$ cat src/rtl/hsv_pkg.sv
// ----------------------------------------------------------------------------
// hsv_pkg: shared types and constants for the RGB to HSV converter
// Widths, hue angle constants and the beat carried down the divider chain.
// ----------------------------------------------------------------------------
package hsv_pkg;

   localparam int COMPONENT_BITS = 8;
   localparam int HUE_FRAC_BITS  = 6;
   localparam int HUE_BITS       = 9 + HUE_FRAC_BITS;

   localparam int DEG60_INT = 60 << HUE_FRAC_BITS;
   localparam int FULL_INT  = (1 << COMPONENT_BITS) - 1;

   // quotient bits: hue term reaches DEG60, saturation reaches FULL
   localparam int QUO_BITS = ($clog2(DEG60_INT + 1) > COMPONENT_BITS) ?
                             $clog2(DEG60_INT + 1) : COMPONENT_BITS;
   // partial remainder and shifted divisor width
   localparam int REM_BITS = QUO_BITS + COMPONENT_BITS;

   localparam logic [HUE_BITS-1:0] DEG120 = HUE_BITS'(120 << HUE_FRAC_BITS);
   localparam logic [HUE_BITS-1:0] DEG240 = HUE_BITS'(240 << HUE_FRAC_BITS);
   localparam logic [HUE_BITS-1:0] DEG360 = HUE_BITS'(360 << HUE_FRAC_BITS);

   typedef logic [COMPONENT_BITS-1:0] comp_type;

   typedef enum logic [1:0] {
      SECT_RED,
      SECT_GREEN,
      SECT_BLUE
   } sector_type;

   // pixel data that rides along with the division
   typedef struct packed {
      sector_type sector;
      logic       neg;      // negative hue term
      logic       grey;     // delta is zero
      logic       dark;     // max is zero
      comp_type   brightness;
   } side_type;

   typedef struct packed {
      logic [REM_BITS-1:0] rem_h;
      logic [REM_BITS-1:0] div_h;
      logic [QUO_BITS-1:0] quo_h;
      logic [REM_BITS-1:0] rem_s;
      logic [REM_BITS-1:0] div_s;
      logic [QUO_BITS-1:0] quo_s;
      side_type            side;
   } cell_beat_type;

endpackage

$ cat src/rtl/hsv_front.sv
// ----------------------------------------------------------------------------
// hsv_front: max/min search and divider setup
// Finds max, min and the hue sector, forms both dividends and the divisors
// aligned to the top quotient bit, and registers them as the first beat.
// ----------------------------------------------------------------------------
module hsv_front
   import hsv_pkg::*;
(
   input  logic          clock,
   input  logic          reset,
   input  logic          up_valid,
   input  comp_type      red,
   input  comp_type      green,
   input  comp_type      blue,
   output logic          up_stall,
   output logic          dn_valid,
   output cell_beat_type dn_beat,
   input  logic          dn_stall
);

   logic          valid_ff, valid_in;
   cell_beat_type beat_ff, beat_in;
   logic          load;

   comp_type   mx, mn, delta, pos, neg_c, diff;
   sector_type sector;

   always_comb begin
      // ties go red, then green, then blue
      if (red >= green && red >= blue) begin
         sector = SECT_RED;
         mx     = red;
         pos    = green;
         neg_c  = blue;
      end else if (green >= blue) begin
         sector = SECT_GREEN;
         mx     = green;
         pos    = blue;
         neg_c  = red;
      end else begin
         sector = SECT_BLUE;
         mx     = blue;
         pos    = red;
         neg_c  = green;
      end
      mn = red;
      if (green < mn) mn = green;
      if (blue < mn) mn = blue;
      delta = mx - mn;
      diff  = (pos >= neg_c) ? (pos - neg_c) : (neg_c - pos);
   end

   always_comb begin
      beat_in.rem_h = REM_BITS'(diff) * REM_BITS'(DEG60_INT);
      beat_in.div_h = REM_BITS'(delta) << (QUO_BITS - 1);
      beat_in.quo_h = '0;
      beat_in.rem_s = REM_BITS'(delta) * REM_BITS'(FULL_INT);
      beat_in.div_s = REM_BITS'(mx) << (QUO_BITS - 1);
      beat_in.quo_s = '0;
      beat_in.side.sector     = sector;
      beat_in.side.neg        = (pos < neg_c);
      beat_in.side.grey       = (delta == '0);
      beat_in.side.dark       = (mx == '0);
      beat_in.side.brightness = mx;
   end

   assign load     = !valid_ff || !dn_stall;
   assign up_stall = !load;
   assign valid_in = load ? up_valid : valid_ff;

   always_ff @(posedge clock) begin
      if (reset) begin
         valid_ff <= 1'b0;
      end else begin
         valid_ff <= valid_in;
      end
   end

   always_ff @(posedge clock) begin
      if (load && up_valid) begin
         beat_ff <= beat_in;
      end
   end

   assign dn_valid = valid_ff;
   assign dn_beat  = beat_ff;

endmodule

$ cat src/rtl/hsv_div_cell.sv
// ----------------------------------------------------------------------------
// hsv_div_cell: one restoring division step for hue and saturation
// Resolves one quotient bit of each division, halves the divisors and hands
// the beat to the next cell.
// ----------------------------------------------------------------------------
module hsv_div_cell
   import hsv_pkg::*;
(
   input  logic          clock,
   input  logic          reset,
   input  logic          up_valid,
   input  cell_beat_type up_beat,
   output logic          up_stall,
   output logic          dn_valid,
   output cell_beat_type dn_beat,
   input  logic          dn_stall
);

   logic          valid_ff, valid_in;
   cell_beat_type beat_ff, beat_in;
   logic          load;
   logic          ge_h, ge_s;

   always_comb begin
      ge_h = (up_beat.rem_h >= up_beat.div_h);
      ge_s = (up_beat.rem_s >= up_beat.div_s);
      beat_in       = up_beat;
      beat_in.rem_h = ge_h ? (up_beat.rem_h - up_beat.div_h) : up_beat.rem_h;
      beat_in.rem_s = ge_s ? (up_beat.rem_s - up_beat.div_s) : up_beat.rem_s;
      beat_in.div_h = up_beat.div_h >> 1;
      beat_in.div_s = up_beat.div_s >> 1;
      beat_in.quo_h = {up_beat.quo_h[QUO_BITS-2:0], ge_h};
      beat_in.quo_s = {up_beat.quo_s[QUO_BITS-2:0], ge_s};
   end

   assign load     = !valid_ff || !dn_stall;
   assign up_stall = !load;
   assign valid_in = load ? up_valid : valid_ff;

   always_ff @(posedge clock) begin
      if (reset) begin
         valid_ff <= 1'b0;
      end else begin
         valid_ff <= valid_in;
      end
   end

   always_ff @(posedge clock) begin
      if (load && up_valid) begin
         beat_ff <= beat_in;
      end
   end

   assign dn_valid = valid_ff;
   assign dn_beat  = beat_ff;

endmodule

$ cat src/rtl/hsv_back.sv
// ----------------------------------------------------------------------------
// hsv_back: hue assembly and result register
// Adds the sector offset to the hue quotient, handles grey and black pixels
// and holds the result beat until the receiver takes it.
// ----------------------------------------------------------------------------
module hsv_back
   import hsv_pkg::*;
(
   input  logic                clock,
   input  logic                reset,
   input  logic                up_valid,
   input  cell_beat_type       up_beat,
   output logic                up_stall,
   output logic                rsp_valid,
   output logic [HUE_BITS-1:0] rsp_hue,
   output comp_type            rsp_saturation,
   output comp_type            rsp_brightness,
   input  logic                rsp_stall
);

   logic                valid_ff, valid_in;
   logic [HUE_BITS-1:0] hue_ff, hue_in;
   comp_type            sat_ff, sat_in;
   comp_type            bright_ff;
   logic                load;
   logic [HUE_BITS-1:0] offset, quo, sum;

   always_comb begin
      unique case (up_beat.side.sector)
         SECT_RED:   offset = '0;
         SECT_GREEN: offset = DEG120;
         SECT_BLUE:  offset = DEG240;
         default:    offset = '0;
      endcase
      quo = HUE_BITS'(up_beat.quo_h);
      // negative term: only the red sector can go below zero and wrap
      if (up_beat.side.neg) begin
         sum = (offset >= quo) ? (offset - quo) : (offset + DEG360 - quo);
      end else begin
         sum = offset + quo;
      end
      // a full circle folds back to zero
      if (sum >= DEG360) begin
         sum = sum - DEG360;
      end
      hue_in = up_beat.side.grey ? '0 : sum;
      sat_in = up_beat.side.dark ? '0 : up_beat.quo_s[COMPONENT_BITS-1:0];
   end

   assign load     = !valid_ff || !rsp_stall;
   assign up_stall = !load;
   assign valid_in = load ? up_valid : valid_ff;

   always_ff @(posedge clock) begin
      if (reset) begin
         valid_ff <= 1'b0;
      end else begin
         valid_ff <= valid_in;
      end
   end

   always_ff @(posedge clock) begin
      if (load && up_valid) begin
         hue_ff    <= hue_in;
         sat_ff    <= sat_in;
         bright_ff <= up_beat.side.brightness;
      end
   end

   assign rsp_valid      = valid_ff;
   assign rsp_hue        = hue_ff;
   assign rsp_saturation = sat_ff;
   assign rsp_brightness = bright_ff;

endmodule

$ cat src/rtl/rgb_to_hsv_unit.sv
// ----------------------------------------------------------------------------
// rgb_to_hsv_unit: pipelined RGB to HSV pixel converter
//
// Request channel (req_*): one RGB pixel per beat, 8 bits per component.
// Response channel (rsp_*): hue in 1/64 degree, saturation and brightness.
// Both use valid/stall; a beat moves when valid is high and stall is low.
//
// The pixel goes through a setup stage, a chain of 12 division cells (one
// quotient bit of hue and of saturation per cell) and a result register:
// 14 register stages, and one pixel is accepted every cycle unless
// req_stall is high.
// Each stage holds its beat while the next one is full and stalled, so
// empty stages keep filling while a result waits; req_stall rises only
// when the whole chain is full and rsp_stall is high.
// Reset clears every stage valid; nothing else needs clearing and the
// block accepts a pixel in the first cycle after reset.
// ----------------------------------------------------------------------------
module rgb_to_hsv_unit
   import hsv_pkg::*;
(
   input  logic                clock,
   input  logic                reset,
   input  logic                req_valid,
   input  comp_type            req_red,
   input  comp_type            req_green,
   input  comp_type            req_blue,
   output logic                req_stall,
   output logic                rsp_valid,
   output logic [HUE_BITS-1:0] rsp_hue,
   output comp_type            rsp_saturation,
   output comp_type            rsp_brightness,
   input  logic                rsp_stall
);

   logic          chain_valid [0:QUO_BITS];
   logic          chain_stall [0:QUO_BITS];
   cell_beat_type chain_beat  [0:QUO_BITS];

   hsv_front u_front (
      .clock    (clock),
      .reset    (reset),
      .up_valid (req_valid),
      .red      (req_red),
      .green    (req_green),
      .blue     (req_blue),
      .up_stall (req_stall),
      .dn_valid (chain_valid[0]),
      .dn_beat  (chain_beat[0]),
      .dn_stall (chain_stall[0])
   );

   for (genvar i = 0; i < QUO_BITS; i++) begin : g_cell
      hsv_div_cell u_cell (
         .clock    (clock),
         .reset    (reset),
         .up_valid (chain_valid[i]),
         .up_beat  (chain_beat[i]),
         .up_stall (chain_stall[i]),
         .dn_valid (chain_valid[i+1]),
         .dn_beat  (chain_beat[i+1]),
         .dn_stall (chain_stall[i+1])
      );
   end

   hsv_back u_back (
      .clock          (clock),
      .reset          (reset),
      .up_valid       (chain_valid[QUO_BITS]),
      .up_beat        (chain_beat[QUO_BITS]),
      .up_stall       (chain_stall[QUO_BITS]),
      .rsp_valid      (rsp_valid),
      .rsp_hue        (rsp_hue),
      .rsp_saturation (rsp_saturation),
      .rsp_brightness (rsp_brightness),
      .rsp_stall      (rsp_stall)
   );

endmodule

$ cat config.mk
export PLATFORM = sky130hd
export DESIGN_NAME = rgb_to_hsv_unit
export DESIGN_NICKNAME = d
export VERILOG_FILES = /design/src/rtl/hsv_pkg.sv /design/src/rtl/hsv_front.sv /design/src/rtl/hsv_div_cell.sv /design/src/rtl/hsv_back.sv /design/src/rtl/rgb_to_hsv_unit.sv
export SDC_FILE = /design/constraint.sdc
export NUM_CORES = 2
export LEC_CHECK = 0
export BUFFER_PORTS_ARGS = -buffer_cell sky130_fd_sc_hd__buf_4
export CAP_MARGIN = 20
export CELL_PAD_IN_SITES_DETAIL_PLACEMENT = 0
export CELL_PAD_IN_SITES_GLOBAL_PLACEMENT = 2
export CORE_UTILIZATION = 49
export DETAILED_ROUTE_END_ITERATION = 7
export PLACE_DENSITY = 0.95
export SYNTH_ARGS = -nofsm -noshare
export SYNTH_HDL_FRONTEND = slang
export SYNTH_HIERARCHICAL = 1
export SYNTH_SLANG_ARGS = --single-unit
$ cat constraint.sdc
create_clock -name clock -period 20.9 [get_ports clock]
set_clock_uncertainty 0.2 [all_clocks]
set_input_delay 2.09 -clock clock [delete_from_list [all_inputs] [get_ports clock]]
set_output_delay 2.09 -clock clock [all_outputs]
set_load 0.05 [all_outputs]
==> metrics.md <==
| Metric | Value |
|---|---|
| Status | `complete, no violations` |
| Area Overhead vs Synth | `8.47%` |
| Sink Count | `~1200` |
| Worst-margin pin slew | `around 1.1 ns` |
| Fin. max-slew vios | `0` |
| R2R Path Start | `u_back/rsp_valid` |
| Relative slew margins | `0.280` |
| CTS Hold Bufs | `0` |
| Min Tclk post-route | `approximately 10 ns` |
| Static Leak | `between 30 and 40 nW` |
| Length of routed met2 wiring | `84500 microns` |
| DR iter-0 viols | `approximately 2900` |
| Die H | `between 300 and 400 microns` |
| Hold Path Stages | `0` |
| WS Path Type | `primary input to flop` |
| Synth Area per Inst | `10.8 sq um` |
| Register area | `around 0.037 sq mm` |
| Commonest non-fill, non-tap cell in the layout | `edfxtp_1` |
| IO buf count | `60` |
| Crit end category | `flop` |
| Filler Cells Inserted | `about 13000` |
| # rows | `approximately 140` |
| Arrival @ worst endpoint | `approximately 10 ns` |
| Number of CTS-inserted buffers | `roughly 130` |
| Setup Fix Bufs, Post-CTS | `0` |
| DRT antenna net count | `0` |
| Post-layout util | `0.537` |
| Dpl cell area | `0.0774 sq mm` |
| I/O pin count | `61` |
| CP Data Required Time | `~21 ns` |
| Total Wirelength | `167000 microns` |
| Pwr/cell area | `between 100 and 150 mW/mm^2` |
| Max H-tree Level | `4` |
| Crit path max-delay family | `adder cells` |
| Clk Latency, worst-skew pair | `0.77 ns` |
| WL met3 | `5680 microns` |
| Post-CTS Resized | `0` |
| Number of cells on the critical path | `36` |
| DRC Markers | `0` |
| Final Hold Vio Count | `0` |
| Crit share post-route | `0.478` |
| R2R cell count | `15` |
| Clock-pin slew on the worst setup and hold paths | `about 0.06 ns` |
| First-pass GRT wire length | `265000 microns` |
| Initial Utilization | `0.495` |
| Syn Inst Count | `roughly 7000` |
| Core area | `approximately 0.15 sq mm` |
| Max FO, Critical Path | `15` |
| Worst min-delay path category | `flop to flop` |
| Final setup fails | `0` |
| Hold Startpoint | `g_cell[2].u_cell/dn_beat[5]` |
| Post-DP HPWL | `131000 microns` |
| GP Congestion | `0.941` |
| Largest net degree at the start of global routing | `slightly below 90` |
| Top layer reached by signal wires | `met5` |
| Share of post-route cells with drive strength above 1 | `0.0753` |
| Routed wire per std cell | `around 18 microns` |
| Worst VDD drop | `approximately 1500 uV` |
| Wl on met1 | `69100 microns` |
| Buf+Inv Stages, Crit Path | `5` |
| Crit path top cell by count | `a21oi_1` |
| Critical Path Start | `req_red[2]` |
| Die Area | `between 0.15 and 0.2 sq mm` |
| RSZ-0062 raised after global routing | `no` |
| Design Area, Final | `between 0.08 and 0.09 sq mm` |
| Root buf cell | `clkbuf_16` |
| Power Total | `~10 mW` |
| Netlist Area Pre-Place | `between 0.07 and 0.08 sq mm` |
| CP max stage cell | `fa_1` |
| YS warnings | `6` |
| Slowest cell delay on critical path | `slightly below 0.5 ns` |
| Max Freq | `roughly 100 MHz` |
| Clock tree from TritonCTS | `built` |
| Maximum capacitance violations | `0` |
| Most frequent cells in the layout | `edfxtp_1, inv_1, ha_1` |
| Antenna violations before repair | `4` |
| Multi-input gate area | `around 0.035 sq mm` |
| Setup TNS | `0 ns` |
| Drt first pass iters | `5` |
| Routed vias | `between 50000 and 60000` |
| Vias in the first global route | `50426` |
| Clock Tree Buf Depth | `3` |
| Startpoint types | `primary input` |
| DR vias/cell | `5.59` |
| GRT overflow | `0` |
| Die extent in x | `around 400 microns` |
| Nets | `about 7700` |
| Gr usage total | `0.211` |
| Worst hold slack | `~0.2 ns` |
[sequential cells by signal, indices dropped and copies added, names as in the netlist]
signal	cells
g_cell.u_cell/dn_beat	1128
u_front/dn_valid	1
u_back/rsp_hue	15
u_back/rsp_valid	1
g_cell.u_cell/dn_valid	12
u_back/rsp_saturation	8
u_front/dn_beat	48
u_back/rsp_brightness	8
[stage by stage]
stage | instances | setup WS (ns)
final | 9160 | 10.91
after global routing | 9159 | 10.29
after CTS | 9157 | 10.95
after detailed placement | 8914 | 10.13
after global placement | 8913 | 10.26
after floorplan | 7065 | 10.81
[layer usage]
layer | global-route usage | vias to the layer above
met2 | 0.381 | 1032
li1 | - | 25573
met4 | 0.0999 | 2
met1 | 0.246 | 24245
met5 | 0 | -
met3 | 0.0287 | 366
[where the power goes]
group | switching [mW] | leakage (nW) | internal [mW]
logic | 2.64 | 19.6 | 2.23
registers | 0.0722 | 11.0 | 3.11
clock network | 0.977 | 2.17 | 1.39
total | 3.69 | 32.8 | 6.73
[area by class of cell]
type / count / share of cell area
Timing Repair Buffer: 95 / 0.00911
Clock buffer: 153 / 0.0423
Multi-Input combinational cell: 4826 / 0.425
Sequential cell: 1221 / 0.446
Clock inverter: 90 / 0.0120
Tap cell: 2030 / 0.0310
Inverter: 744 / 0.0341
Antenna cell: 1 / 0.0000306
[final timing paths]
path                             endpoint  slack, ns
min           g_cell[3].u_cell/dn_beat[5]       0.20
max reg2reg  g_cell[0].u_cell/dn_beat[82]      15.56
max                   u_front/dn_beat[60]      10.91
min reg2reg   g_cell[3].u_cell/dn_beat[5]       0.20
Power figures use the tool's default switching activity.
